### config.mk
export PLATFORM = sky130hd
export DESIGN_NAME = sgi_rle_scanline_decoder
export DESIGN_NICKNAME = d
export VERILOG_FILES = /design/src/rtl/core/srle_pkg.sv /design/src/rtl/core/srle_ctrl.sv /design/src/rtl/core/srle_datapath.sv /design/src/rtl/core/sgi_rle_scanline_decoder.sv
export SDC_FILE = /design/constraint.sdc
export NUM_CORES = 1
export LEC_CHECK = 0
export ABC_AREA = 1
export BUFFER_PORTS_ARGS = -buffer_cell sky130_fd_sc_hd__buf_4
export CORE_ASPECT_RATIO = 0.8
export CORE_MARGIN = 1
export CORE_UTILIZATION = 40
export CTS_CLUSTER_SIZE = 30
export DETAILED_ROUTE_END_ITERATION = 10
export RECOVER_POWER = 25
export SLEW_MARGIN = 20
export SYNTH_ARGS = -nofsm -noshare
export SYNTH_HDL_FRONTEND = slang
export SYNTH_SLANG_ARGS = --single-unit
### constraint.sdc
create_clock -name clock -period 3.2 [get_ports clock]
set_input_delay 0.16 -clock clock [delete_from_list [all_inputs] [get_ports clock]]
set_output_delay 0.16 -clock clock [all_outputs]
set_load 0.05 [all_outputs]
### src/rtl/core/srle_pkg.sv
package srle_pkg;

   localparam int unsigned ELEM_W   = 16;
   localparam int unsigned BUDGET_W = 20;
   localparam int unsigned BYTES_W  = 21;
   localparam int unsigned POS_W    = 18;
   localparam int unsigned RUN_W    = 7;
   localparam int unsigned WIDTH_W  = 16;
   localparam int unsigned BPC_W    = 2;

   localparam int unsigned LIT_FLAG_BIT = 7;
   localparam logic [RUN_W-1:0] COUNT_MASK = 7'h7f;

   localparam logic [BPC_W-1:0]   BPC_RESET   = 2'd1;
   localparam logic [WIDTH_W-1:0] WIDTH_RESET = 16'd1;

   localparam logic [1:0] STATUS_OK      = 2'd0;
   localparam logic [1:0] STATUS_SHORT   = 2'd1;
   localparam logic [1:0] STATUS_OVERRUN = 2'd2;

   localparam logic [1:0] REG_BPC   = 2'd0;
   localparam logic [1:0] REG_WIDTH = 2'd1;

   typedef enum logic [3:0] {
      PHASE_IDLE = 4'b0001,
      PHASE_CTRL = 4'b0010,
      PHASE_LIT  = 4'b0100,
      PHASE_REP  = 4'b1000
   } phase_type;

   typedef struct packed {
      logic latch;
      logic line_reset;
      logic consume;
      logic load_run;
      logic emit;
      logic set_ctrl;
      logic push_held;
      logic finish;
   } cmd_type;

   typedef struct packed {
      logic      line_start;
      phase_type phase;
      logic      cnt_zero;
      logic      run_zero;
      logic      run_last;
      logic      end_reached;
      logic      emit_block;
      logic      out_free;
      logic      held_valid;
      logic      finish_more;
   } sts_type;

endpackage

### src/rtl/core/srle_ctrl.sv
module srle_ctrl (
   input  logic             clock,
   input  logic             reset,
   input  logic             req_valid,
   output logic             req_stall,
   input  srle_pkg::sts_type sts,
   output srle_pkg::cmd_type cmd
);

   typedef enum logic [7:0] {
      ST_WAIT   = 8'b0000_0001,
      ST_START  = 8'b0000_0010,
      ST_LCHK   = 8'b0000_0100,
      ST_EXEC   = 8'b0000_1000,
      ST_RUN    = 8'b0001_0000,
      ST_CHECK  = 8'b0010_0000,
      ST_FLUSH  = 8'b0100_0000,
      ST_FINISH = 8'b1000_0000
   } state_type;

   state_type state_ff, state_in;

   assign req_stall = (state_ff != ST_WAIT);

   always_comb begin
      state_in = state_ff;
      cmd      = '0;
      case (state_ff)
         ST_WAIT: begin
            if (req_valid) begin
               cmd.latch = 1'b1;
               state_in  = ST_START;
            end
         end
         ST_START: begin
            if (sts.line_start) begin
               cmd.line_reset = 1'b1;
               state_in       = ST_LCHK;
            end else if (sts.phase == srle_pkg::PHASE_IDLE) begin
               state_in = ST_WAIT;
            end else begin
               state_in = ST_EXEC;
            end
         end
         ST_LCHK: begin
            state_in = sts.end_reached ? ST_FINISH : ST_EXEC;
         end
         ST_EXEC: begin
            cmd.consume = 1'b1;
            case (sts.phase)
               srle_pkg::PHASE_CTRL: begin
                  if (sts.cnt_zero) begin
                     state_in = ST_FINISH;
                  end else begin
                     cmd.load_run = 1'b1;
                     state_in     = ST_WAIT;
                  end
               end
               srle_pkg::PHASE_LIT: begin
                  cmd.emit = 1'b1;
                  if (sts.run_last) begin
                     cmd.set_ctrl = 1'b1;
                     state_in     = ST_CHECK;
                  end else begin
                     state_in = ST_FLUSH;
                  end
               end
               srle_pkg::PHASE_REP: state_in = ST_RUN;
               default:             state_in = ST_WAIT;
            endcase
         end
         ST_RUN: begin
            // one repeated sample per cycle while emit_block is low, until the run is used up
            if (sts.run_zero) begin
               cmd.set_ctrl = 1'b1;
               state_in     = ST_CHECK;
            end else if (!sts.emit_block) begin
               cmd.emit = 1'b1;
            end
         end
         ST_CHECK: begin
            state_in = sts.end_reached ? ST_FINISH : ST_FLUSH;
         end
         ST_FLUSH: begin
            if (!sts.held_valid) begin
               state_in = ST_WAIT;
            end else if (sts.out_free) begin
               cmd.push_held = 1'b1;
               state_in      = ST_WAIT;
            end
         end
         ST_FINISH: begin
            if (sts.out_free) begin
               cmd.finish = 1'b1;
               if (!sts.finish_more) begin
                  state_in = ST_WAIT;
               end
            end
         end
         default: state_in = ST_WAIT;
      endcase
   end

   always_ff @(posedge clock) begin
      if (reset) begin
         state_ff <= ST_WAIT;
      end else begin
         state_ff <= state_in;
      end
   end

endmodule

### src/rtl/core/srle_datapath.sv
module srle_datapath (
   input  logic                                clock,
   input  logic                                reset,
   input  srle_pkg::cmd_type                   cmd,
   output srle_pkg::sts_type                   sts,
   input  logic [srle_pkg::BPC_W-1:0]          cfg_bpc,
   input  logic [srle_pkg::WIDTH_W-1:0]        cfg_width,
   input  logic [srle_pkg::ELEM_W-1:0]         req_element,
   input  logic                                req_line_start,
   input  logic [srle_pkg::BUDGET_W-1:0]       req_byte_budget,
   output logic                                rsp_valid,
   input  logic                                rsp_stall,
   output logic [srle_pkg::ELEM_W-1:0]         rsp_sample_first,
   output logic [srle_pkg::ELEM_W-1:0]         rsp_sample_second,
   output logic [1:0]                          rsp_sample_count,
   output logic                                rsp_line_done,
   output logic [1:0]                          rsp_line_status
);

   localparam int unsigned EW = srle_pkg::ELEM_W;

   logic                             wide;
   logic [EW-1:0]                    elem_ff, elem_in;
   logic                             start_ff, start_in;
   logic [srle_pkg::BUDGET_W-1:0]    bud_req_ff, bud_req_in;

   srle_pkg::phase_type              phase_ff, phase_in;
   logic [srle_pkg::RUN_W-1:0]       run_ff, run_in;
   logic [srle_pkg::BYTES_W-1:0]     bytes_ff, bytes_in;
   logic [srle_pkg::POS_W-1:0]       pos_ff, pos_in;
   logic [srle_pkg::BUDGET_W-1:0]    budget_ff, budget_in;
   logic [EW-1:0]                    pend_ff, pend_in;
   logic                             pend_valid_ff, pend_valid_in;

   logic [EW-1:0]                    held_a_ff, held_a_in, held_b_ff, held_b_in;
   logic                             held_valid_ff, held_valid_in;

   logic                             out_valid_ff, out_valid_in;
   logic [EW-1:0]                    out_a_ff, out_a_in, out_b_ff, out_b_in;
   logic [1:0]                       out_cnt_ff, out_cnt_in;
   logic                             out_done_ff, out_done_in;
   logic [1:0]                       out_st_ff, out_st_in;

   logic                             in_range;
   logic                             end_now;
   logic                             out_free;
   logic [1:0]                       line_st;
   logic [srle_pkg::POS_W-1:0]       width_ext;

   assign wide      = cfg_bpc[1];
   assign width_ext = {{(srle_pkg::POS_W - srle_pkg::WIDTH_W){1'b0}}, cfg_width};
   assign in_range  = (pos_ff < width_ext);
   assign end_now   = (bytes_ff >= {1'b0, budget_ff}) || (pos_ff >= width_ext);
   assign out_free  = !out_valid_ff || !rsp_stall;

   always_comb begin
      if (pos_ff == width_ext) begin
         line_st = srle_pkg::STATUS_OK;
      end else if (pos_ff < width_ext) begin
         line_st = srle_pkg::STATUS_SHORT;
      end else begin
         line_st = srle_pkg::STATUS_OVERRUN;
      end
   end

   always_comb begin
      sts.line_start  = start_ff;
      sts.phase       = phase_ff;
      sts.cnt_zero    = ((elem_ff[srle_pkg::RUN_W-1:0] & srle_pkg::COUNT_MASK) == '0);
      sts.run_zero    = (run_ff == '0);
      sts.run_last    = (run_ff == srle_pkg::RUN_W'(1));
      sts.end_reached = end_now;
      sts.emit_block  = in_range && pend_valid_ff && held_valid_ff && !out_free;
      sts.out_free    = out_free;
      sts.held_valid  = held_valid_ff;
      sts.finish_more = pend_valid_ff && held_valid_ff;
   end

   always_comb begin
      elem_in       = elem_ff;
      start_in      = start_ff;
      bud_req_in    = bud_req_ff;
      phase_in      = phase_ff;
      run_in        = run_ff;
      bytes_in      = bytes_ff;
      pos_in        = pos_ff;
      budget_in     = budget_ff;
      pend_in       = pend_ff;
      pend_valid_in = pend_valid_ff;
      held_a_in     = held_a_ff;
      held_b_in     = held_b_ff;
      held_valid_in = held_valid_ff;
      out_a_in      = out_a_ff;
      out_b_in      = out_b_ff;
      out_cnt_in    = out_cnt_ff;
      out_done_in   = out_done_ff;
      out_st_in     = out_st_ff;
      out_valid_in  = out_valid_ff && rsp_stall;

      if (cmd.latch) begin
         elem_in    = wide ? req_element : {{(EW - 8){1'b0}}, req_element[7:0]};
         start_in   = req_line_start;
         bud_req_in = req_byte_budget;
      end

      if (cmd.line_reset) begin
         phase_in      = srle_pkg::PHASE_CTRL;
         run_in        = '0;
         bytes_in      = '0;
         pos_in        = '0;
         budget_in     = bud_req_ff;
         pend_in       = '0;
         pend_valid_in = 1'b0;
         held_valid_in = 1'b0;
      end

      if (cmd.consume) begin
         bytes_in = bytes_ff + (wide ? srle_pkg::BYTES_W'(2) : srle_pkg::BYTES_W'(1));
      end

      if (cmd.load_run) begin
         run_in   = elem_ff[srle_pkg::RUN_W-1:0] & srle_pkg::COUNT_MASK;
         phase_in = elem_ff[srle_pkg::LIT_FLAG_BIT] ? srle_pkg::PHASE_LIT
                                                    : srle_pkg::PHASE_REP;
      end

      if (cmd.emit) begin
         if (in_range) begin
            if (pend_valid_ff) begin
               // a finished pair waits in the hold slot until the step is known
               if (held_valid_ff) begin
                  out_valid_in = 1'b1;
                  out_a_in     = held_a_ff;
                  out_b_in     = held_b_ff;
                  out_cnt_in   = 2'd2;
                  out_done_in  = 1'b0;
                  out_st_in    = srle_pkg::STATUS_OK;
               end
               held_a_in     = pend_ff;
               held_b_in     = elem_ff;
               held_valid_in = 1'b1;
               pend_in       = '0;
               pend_valid_in = 1'b0;
            end else begin
               pend_in       = elem_ff;
               pend_valid_in = 1'b1;
            end
         end
         pos_in = pos_ff + srle_pkg::POS_W'(1);
         if (run_ff != '0) begin
            run_in = run_ff - srle_pkg::RUN_W'(1);
         end
      end

      if (cmd.set_ctrl) begin
         phase_in = srle_pkg::PHASE_CTRL;
      end

      if (cmd.push_held) begin
         out_valid_in  = 1'b1;
         out_a_in      = held_a_ff;
         out_b_in      = held_b_ff;
         out_cnt_in    = 2'd2;
         out_done_in   = 1'b0;
         out_st_in     = srle_pkg::STATUS_OK;
         held_valid_in = 1'b0;
      end

      if (cmd.finish) begin
         out_valid_in = 1'b1;
         if (pend_valid_ff && held_valid_ff) begin
            out_a_in      = held_a_ff;
            out_b_in      = held_b_ff;
            out_cnt_in    = 2'd2;
            out_done_in   = 1'b0;
            out_st_in     = srle_pkg::STATUS_OK;
            held_valid_in = 1'b0;
         end else begin
            if (pend_valid_ff) begin
               out_a_in   = pend_ff;
               out_b_in   = '0;
               out_cnt_in = 2'd1;
            end else if (held_valid_ff) begin
               out_a_in   = held_a_ff;
               out_b_in   = held_b_ff;
               out_cnt_in = 2'd2;
            end else begin
               out_a_in   = '0;
               out_b_in   = '0;
               out_cnt_in = 2'd0;
            end
            out_done_in   = 1'b1;
            out_st_in     = line_st;
            held_valid_in = 1'b0;
            pend_in       = '0;
            pend_valid_in = 1'b0;
            run_in        = '0;
            phase_in      = srle_pkg::PHASE_IDLE;
         end
      end
   end

   always_ff @(posedge clock) begin
      if (reset) begin
         phase_ff      <= srle_pkg::PHASE_IDLE;
         run_ff        <= '0;
         bytes_ff      <= '0;
         pos_ff        <= '0;
         budget_ff     <= '0;
         pend_ff       <= '0;
         pend_valid_ff <= 1'b0;
         held_valid_ff <= 1'b0;
         out_valid_ff  <= 1'b0;
         start_ff      <= 1'b0;
      end else begin
         phase_ff      <= phase_in;
         run_ff        <= run_in;
         bytes_ff      <= bytes_in;
         pos_ff        <= pos_in;
         budget_ff     <= budget_in;
         pend_ff       <= pend_in;
         pend_valid_ff <= pend_valid_in;
         held_valid_ff <= held_valid_in;
         out_valid_ff  <= out_valid_in;
         start_ff      <= start_in;
      end
   end

   always_ff @(posedge clock) begin
      elem_ff     <= elem_in;
      bud_req_ff  <= bud_req_in;
      held_a_ff   <= held_a_in;
      held_b_ff   <= held_b_in;
      out_a_ff    <= out_a_in;
      out_b_ff    <= out_b_in;
      out_cnt_ff  <= out_cnt_in;
      out_done_ff <= out_done_in;
      out_st_ff   <= out_st_in;
   end

   assign rsp_valid         = out_valid_ff;
   assign rsp_sample_first  = out_a_ff;
   assign rsp_sample_second = out_b_ff;
   assign rsp_sample_count  = out_cnt_ff;
   assign rsp_line_done     = out_done_ff;
   assign rsp_line_status   = out_st_ff;

endmodule

### src/rtl/core/sgi_rle_scanline_decoder.sv
// Run-length scanline decoder: one stream element (byte or big-endian word, set by
// bytes_per_channel) per accepted item, decoded samples out in pairs, with line_done and
// an ok/short/overrun status on the last result of each line. One item is worked at a
// time, and no new item is accepted until the last one is through; the datapath's emit
// step places one sample per cycle and each finished pair passes through a single hold
// slot and a single output register (a stalled output holds the run).
// Registers sit at byte address 0 (bytes_per_channel) and 4 (line_width); the user must
// see that they are written only while the decoder is idle, as the block itself does not
// enforce it; pready is always high.
module sgi_rle_scanline_decoder (
   input  logic                               clock,
   input  logic                               reset,
   input  logic                               req_valid,
   output logic                               req_stall,
   input  logic [srle_pkg::ELEM_W-1:0]        req_element,
   input  logic                               req_line_start,
   input  logic [srle_pkg::BUDGET_W-1:0]      req_byte_budget,
   output logic                               rsp_valid,
   input  logic                               rsp_stall,
   output logic [srle_pkg::ELEM_W-1:0]        rsp_sample_first,
   output logic [srle_pkg::ELEM_W-1:0]        rsp_sample_second,
   output logic [1:0]                         rsp_sample_count,
   output logic                               rsp_line_done,
   output logic [1:0]                         rsp_line_status,
   input  logic                               csr_psel,
   input  logic                               csr_penable,
   input  logic                               csr_pwrite,
   input  logic [2:0]                         csr_paddr,
   input  logic [31:0]                        csr_pwdata,
   output logic [31:0]                        csr_prdata,
   output logic                               csr_pready
);

   logic [srle_pkg::BPC_W-1:0]   bpc_ff, bpc_in;
   logic [srle_pkg::WIDTH_W-1:0] width_ff, width_in;
   logic                         csr_write;
   logic [1:0]                   reg_index;

   srle_pkg::cmd_type            cmd;
   srle_pkg::sts_type            sts;

   assign csr_pready = 1'b1;
   assign csr_write  = csr_psel && csr_penable && csr_pwrite && csr_pready;
   assign reg_index  = {1'b0, csr_paddr[2]};

   always_comb begin
      bpc_in   = bpc_ff;
      width_in = width_ff;
      if (csr_write) begin
         case (reg_index)
            srle_pkg::REG_BPC:   bpc_in   = csr_pwdata[srle_pkg::BPC_W-1:0];
            srle_pkg::REG_WIDTH: width_in = csr_pwdata[srle_pkg::WIDTH_W-1:0];
            default: ;
         endcase
      end
   end

   always_comb begin
      case (reg_index)
         srle_pkg::REG_BPC:   csr_prdata = {{(32 - srle_pkg::BPC_W){1'b0}}, bpc_ff};
         srle_pkg::REG_WIDTH: csr_prdata = {{(32 - srle_pkg::WIDTH_W){1'b0}}, width_ff};
         default:             csr_prdata = '0;
      endcase
   end

   always_ff @(posedge clock) begin
      if (reset) begin
         bpc_ff   <= srle_pkg::BPC_RESET;
         width_ff <= srle_pkg::WIDTH_RESET;
      end else begin
         bpc_ff   <= bpc_in;
         width_ff <= width_in;
      end
   end

   srle_ctrl u_ctrl (
      .clock     (clock),
      .reset     (reset),
      .req_valid (req_valid),
      .req_stall (req_stall),
      .sts       (sts),
      .cmd       (cmd)
   );

   srle_datapath u_datapath (
      .clock             (clock),
      .reset             (reset),
      .cmd               (cmd),
      .sts               (sts),
      .cfg_bpc           (bpc_ff),
      .cfg_width         (width_ff),
      .req_element       (req_element),
      .req_line_start    (req_line_start),
      .req_byte_budget   (req_byte_budget),
      .rsp_valid         (rsp_valid),
      .rsp_stall         (rsp_stall),
      .rsp_sample_first  (rsp_sample_first),
      .rsp_sample_second (rsp_sample_second),
      .rsp_sample_count  (rsp_sample_count),
      .rsp_line_done     (rsp_line_done),
      .rsp_line_status   (rsp_line_status)
   );

endmodule

==> flow_summary.toml, run 1 <==
[clock_tree]
clock_path_buffers = 3
ctsHtreeMaxLevel = 1
cts_setup_buffers = 0
clk_pin_slew_ns = 0.06
ctsRootBufferMaster = "clkbuf_16"
cts_resized = 0
tritoncts = "done"
clock_sinks = 221
numCtsBuffers = 24
clk_latency_ns = 0.53

[run_status]
status = "finished with violations"
violations = "max-capacitance violations, max-slew violations"

[floorplanning]
rows = 52
coreArea_um2 = 25600
die_y_um = 147
ios = 151
start_util = 0.412
die_area_um2 = 27100
die_w_um = 184

[critical_path]
crit_arrival_ns = 3.18
endpoint_kind = "register"
crit_required_ns = 3.60
worstSetupPathType = "reg2reg"
worst-path-max-fanout = 11
startpoint_type = "register"

[synth]
ys_ff_latch = 221
yosys.area.top_type_share = 0.298
yosysSeqAreaShare = 0.518
netlist_top_cells_count = "nand2_1, inv_1, dfxtp_1, a21oi_1"
synth-edff-count = 105
synth_top_family_by_area = "simple AND/OR/NAND/NOR gates"
synth_cells = 1226
synthTopCellsByArea = "edfxtp_1, dfxtp_1, nand2_1, inv_1, a21oi_1"
synth_compound_area_frac = 0.105
synth.avg_cell_area_um2 = 8.62
ys_types = 47
dominantRegCellSynth = "dfxtp_1"
synth_fa_ha_area_frac = 0.0505
synth.mux.area_fraction = 0
ys_async_sr_fraction = 0
synth.cell_area_um2 = 10600
yosysTopAreaCell = "edfxtp_1"
ys_warn_count = 0
synth_xor_area_frac = 0.0124
yosys.cell_count.top_type = "nand2_1"
synthSimpleGateAreaFrac = 0.214

[routing]
first_iter_violations = 524
wl_met3_um = 1190
post_drt_wl_per_cell_um = 13.5
wirelength_um = 23800
top_layer = "met4"
drc = 0
vias_per_cell = 4.85
dr_total_vias = 8529
detail_route.first_pass.iterations = 6
wl_met2_um = 11100
wl_met1_um = 11000
antenna_left = 0

[global_routing]
grt_pass1_vias = 7964
grt_pass1_wl_um = 39400
antenna_found_initial = 0
track_usage = 0.179
grt_overflow_total = 0
grt_max_degree = 60

[power]
p_total_w = 0.00650
pwr_density_cell_nw_per_um2 = 497
peakVddDrop_uv = 381
leakage_nw = 5.57

[cells_and_area]
final_area_um2 = 13100
stdcell_count = 1757
layout-drive-gt1-share = 0.141
fin_nets = 1509
syn_to_final_growth_pct = 23.8
antenna_cells = 0

[timing]
layout_setup_ws_ns = 0.422
period_share = 0.868
setup_violations = 0
finalHoldViolCount = 0
relSlewSlack = -0.0383
rsz0062_at_grt = "false"
slew_viol_final = 32
setup_tns_ns = 0
max_freq_mhz = 360
tightestPinTransition_ns = 1.56
fin_crit_ns = 2.78
skew_ns = 0.0218

[placement]
dp_worst_setup_slack_ns = 0.653
dp_hpwl_um = 15800
io_buffers = 115
post_dp_cell_area_um2 = 11700
gp_congestion = 0.853
dp.cells = 1659

[flow_run]
drv_cap = 1

[worst_hold_path]
hold_path_class = "in2reg"
## stage by stage
step	util	hold WS (ns)
5_1_grt	0.510	0.0718
3_3_place_gp	0.456	0.338
4_1_cts	0.512	0.0265
6_report	0.510	0.0639
2_1_floorplan	-	0.259
3_5_place_dp	0.456	0.339
## power breakdown
part	switching (W)	internal, W
clock	0.00115	0.00191
combinational	0.000250	0.000154
sequential	0.0000223	0.00301
## path summary, 6_finish.rpt
check,from,endpoint,slack (ns),cells past startpoint
worst max-delay path,bpc_ff[1],u_datapath.bytes_ff[14],0.42,14
worst min register to register,u_datapath.elem_ff[1],u_datapath.held_b_ff[1],0.45,0
worst min-delay path,rsp_stall,u_datapath.rsp_valid,0.06,5
worst max register to register,bpc_ff[1],u_datapath.bytes_ff[14],0.42,14
## cell families (layout without fill, tap and decap cells)
logic type	after synthesis	count (layout)
XOR/XNOR	15	15
AND/OR/NAND/NOR	500	500
buffers and inverters	238	403
flip-flops	221	221
adder cells (fa/ha/maj)	42	42
other	2	17
AO/OA/AOI/OAI	208	208
## final cells by class
type	count	area [um^2]
clock buffers	28	636
clock inverters	16	248
fillers	2449	12600
inverters	175	659
multi-input cells	782	4110
flip-flops and latches	221	5480
well taps	351	439
repair buffers	184	1510
## cells in the final DEF, fill, tap and decap left out, types with 17 or more instances in the layout
master,synthesis,final
dlygate4sd3_1,0,54
dfxtp_1,116,116
a21oi_1,107,107
nand3_1,57,57
nor3_1,21,21
nand4_1,39,39
inv_1,167,167
o21ai_0,76,76
clkbuf_4,0,28
clkbuf_16,0,24
nand2_1,239,239
conb_1,2,17
edfxtp_1,105,105
nor2_1,105,104
ha_1,41,41
buf_4,19,88
## per-layer routing
| metal | vias up | track usage |
|---|---|---|
| met5 | - | 0 |
| met4 | 0 | 0.0471 |
| met3 | 33 | 0.0280 |
| met2 | 213 | 0.298 |
| met1 | 3940 | 0.243 |
| li1 | 4343 | - |
## state kept, by name (all words and copies together), names as in the netlist, 2 cells and up
signal and cells:
u_datapath.bytes_ff 21, u_datapath.bud_req_ff 20, u_datapath.budget_ff 20, u_datapath.pos_ff 18
u_datapath.elem_ff 16, u_datapath.held_a_ff 16, u_datapath.held_b_ff 16, u_datapath.pend_ff 16
u_datapath.rsp_sample_first 16, u_datapath.rsp_sample_second 16, width_ff 16, u_ctrl.state_ff 8
u_datapath.run_ff 7, u_datapath.phase_ff 4, bpc_ff 2, u_datapath.rsp_line_status 2
u_datapath.rsp_sample_count 2
## critical path, cell delays in order, from the launching register on
cell,delay (ns)
dfxtp_1,0.31
clkbuf_1,0.52
inv_1,0.25
ha_1,0.30
fa_1,0.41
nand3_1,0.14
nor2_1,0.06
nand2_1,0.11
nor2_2,0.05
nand2_1,0.12
nor3_4,0.06
nand3_1,0.10
nor2_1,0.06
o21ai_1,0.11
a21oi_1,0.05
## timing repair
item                                   CTS  global route
endpoints found under the hold margin   56             0
setup endpoints to repair                0             0
hold buffers                            54             0
No activity file was read; power rests on OpenSTA's default activity.
==> inputs of run 2 (changes only) <==
--- a/config.mk
+++ b/config.mk
@@ -16,4 +16,5 @@
 export SLEW_MARGIN = 20
 export SYNTH_ARGS = -nofsm -noshare
 export SYNTH_HDL_FRONTEND = slang
+export SYNTH_HIERARCHICAL = 1
 export SYNTH_SLANG_ARGS = --single-unit
==> constraint.sdc (replaced) <==
create_clock -name clock -period 3.2 [get_ports clock]
set_input_delay 0 -clock clock [delete_from_list [all_inputs] [get_ports clock]]
set_output_delay 0 -clock clock [all_outputs]
set_load 0.05 [all_outputs]
==> run 2 against run 1 <==
  * The run now ends clean
  * Core utilization increased by 0.63 points
  * Die area increased by 0.64%
  * Cell count increased by 4.8%
  * Critical path depth unchanged
  * Worst hold slack got worse by 0.029 ns
  * Combinational power increased by 110%
  * Cell area increased by 1.5%
  * Count of clock-buffer cells in the layout increased by 8
  * Register-to-register slack got worse by 0.16 ns
  * Clock power decreased by 8.8%
  * Power increased by 6.7%
  * Critical path type unchanged
==> flow_summary.toml, run 2 <==
[timing]
fin_crit_ns = 2.94
tightestPinTransition_ns = 0.693
rsz0062_at_grt = "false"
finalHoldViolCount = 0
period_share = 0.917
skew_ns = 0.0226
setup_violations = 0
setup_tns_ns = 0
relSlewSlack = 0.540
whs_ns = 0.0352
max_freq_mhz = 341
slew_viol_final = 0

[clock_tree]
ctsRootBufferMaster = "clkbuf_16"
tritoncts = "done"
clock_path_buffers = 3
clock_sinks = 221
cts_resized = 0
numCtsBuffers = 24
cts_setup_buffers = 0
clk_pin_slew_ns = 0.07
clk_latency_ns = 0.52
ctsHtreeMaxLevel = 1

[routing]
antenna_left = 0
wirelength_um = 24900
first_iter_violations = 635
top_layer = "met4"
vias_per_cell = 4.74
detail_route.first_pass.iterations = 5
drc = 0
wl_met1_um = 12000
post_drt_wl_per_cell_um = 13.5
wl_met3_um = 1110
dr_total_vias = 8733
wl_met2_um = 11300

[cells_and_area]
syn_to_final_growth_pct = 24.8
layout-drive-gt1-share = 0.115
top_regs = "u_datapath/bytes_ff: 21 flops, u_datapath/bud_req_ff: 20 flops, u_datapath/budget_ff: 20 flops"
seq_area_um2 = 5480
final_area_um2 = 13300
fillers = 2398
fin_nets = 1593
largest-register = "u_datapath/bytes_ff"
multi_input_area_um2 = 4070
layout_common_cells = "nand2_1, inv_1, nor2_1"
antenna_cells = 0
final_common_cell = "nand2_1"
largest_reg_flops = 21

[critical_path]
startpoint_type = "register"
worstSetupPathType = "reg2reg"
cp_cell_sequence = "ha_1 > nand2_1 > nor2_1 > and2_1 > nand3_2 > nand3_1 > nor3_1 > o21ai_1 > buf_4 > nand4_4 > inv_2 > nand2_2 > inv_1 > buf_12"
crit_required_ns = 3.40
crit_arrival_ns = 3.13
cpPeakStageDelay_ns = 0.38
cpMaxStageDelayCell = "dfxtp_1"
worst-path-max-fanout = 32
endpoint_kind = "register"

[synth]
yosys.cell_count.top_type = "nand2_1"
ys_async_sr_fraction = 0
synth_compound_area_frac = 0.103
ys_ff_latch = 221
yosysTopAreaCell = "edfxtp_1"
ys_warn_count = 6
synth.avg_cell_area_um2 = 8.30
synth_top_family_by_area = "simple AND/OR/NAND/NOR gates"
yosysSeqAreaShare = 0.515
synth_xor_area_frac = 0.00247
netlist_top_cells_count = "nand2_1, inv_1, nor2_1, dfxtp_1, edfxtp_1"
synth_fa_ha_area_frac = 0.0501
synth.mux.area_fraction = 0
synth-edff-count = 105
synthTopCellsByArea = "edfxtp_1, dfxtp_1, nand2_1, inv_1, nor2_1"
dominantRegCellSynth = "dfxtp_1"
ys_types = 51
synth.cell_area_um2 = 10600
synth_cells = 1281
synthSimpleGateAreaFrac = 0.220
yosys.area.top_type_share = 0.297

[global_routing]
grt_pass1_vias = 8265
grt_max_degree = 43
track_usage = 0.186
grt_pass1_wl_um = 40500
grt_overflow_total = 0
antenna_found_initial = 0

[placement]
gp_congestion = 0.898
dp_hpwl_um = 16900
post_dp_cell_area_um2 = 11800
io_buffers = 115

[floorplanning]
die_w_um = 184
start_util = 0.414
die_area_um2 = 27200
coreArea_um2 = 25700
ios = 151
die_y_um = 148
rows = 52

[power]
peakVddDrop_uv = 435
pwr_density_cell_nw_per_um2 = 523
leakage_nw = 5.51
p_total_w = 0.00694

[flow_run]
drv_cap = 0

[worst_hold_path]
hold_path_class = "in2reg"

[run_status]
status = "completed"
run 2: changes by cell type after synthesis, sizes merged, moves of 5 or more:
cell,change
o21ai,+11
nand3,+14
nand4,-23
a22o,-9
a21oi,-25
inv,+45
a22oi,+6
buf,-10
nand2,+5
nor2,+37
xor2,-10
run 2: kinds of logic (layout without fill, tap and decap cells):
| logic type | after synthesis | count (layout) |
|---|---|---|
| and+or+nand+nor | 534 | 534 |
| DFF | 221 | 221 |
| xor gates and xnor gates | 3 | 3 |
| adders and majority gates | 42 | 42 |
| AOI/OAI and AO/OA | 201 | 201 |
| other | 2 | 17 |
| buffers and inverters | 278 | 472 |
run 2: per-layer routing:
metal / up-vias / track usage
met1: 3984 / 0.259
met5: - / 0
li1: 4516 / -
met3: 32 / 0.0266
met4: 0 / 0.0388
met2: 201 / 0.307
run 2: final timing paths:
check / slack (ns) / cells past startpoint / endpoint / from
worst min-delay path: 0.04 / 6 / width_ff[14] / csr_pwrite
worst max-delay path: 0.26 / 14 / u_datapath/held_a_ff[14] / u_datapath/pos_ff[9]
worst min register to register: 0.43 / 0 / u_datapath/held_a_ff[4] / u_datapath/pend_ff[4]
worst max register to register: 0.26 / 14 / u_datapath/held_a_ff[14] / u_datapath/pos_ff[9]
run 2: what timing repair did:
| action | in CTS | in global routing |
|---|---|---|
| endpoints found under the setup margin | 0 | 0 |
| endpoints found under the hold margin | 75 | 0 |
| hold buffers | 76 | 0 |
run 2: power breakdown:
group          leakage (nW)  switching [W]  internal, W
combinational          3.19       0.000576     0.000280
clock                 0.403        0.00114      0.00167
sequential             1.92       0.000103      0.00318
run 2: critical path, delay by kind of cell (launching register included):
| kind | cells | cell delay, ns |
|---|---|---|
| compound gates | 1 | 0.17 |
| fa+ha+maj | 1 | 0.33 |
| buf+inv | 4 | 0.71 |
| flops | 1 | 0.38 |
| simple gates | 8 | 0.99 |
run 2: area by class of cell:
class | count | area share
clock buffer | 36 | 0.0551
clock inverter | 8 | 0.00575
inverter | 222 | 0.0631
multi-input combinational | 797 | 0.307
sequential | 221 | 0.413
tap | 351 | 0.0331
timing repair buffer | 206 | 0.124
run 2: stage by stage:
step,setup slack [ns],util,instances
detailed placement,0.287,0.460,1721
CTS,0.253,0.521,1841
floorplan,0.0610,-,1296
global route,0.0308,0.516,1841
global placement,0.359,0.460,1721
finish,0.264,0.516,1841
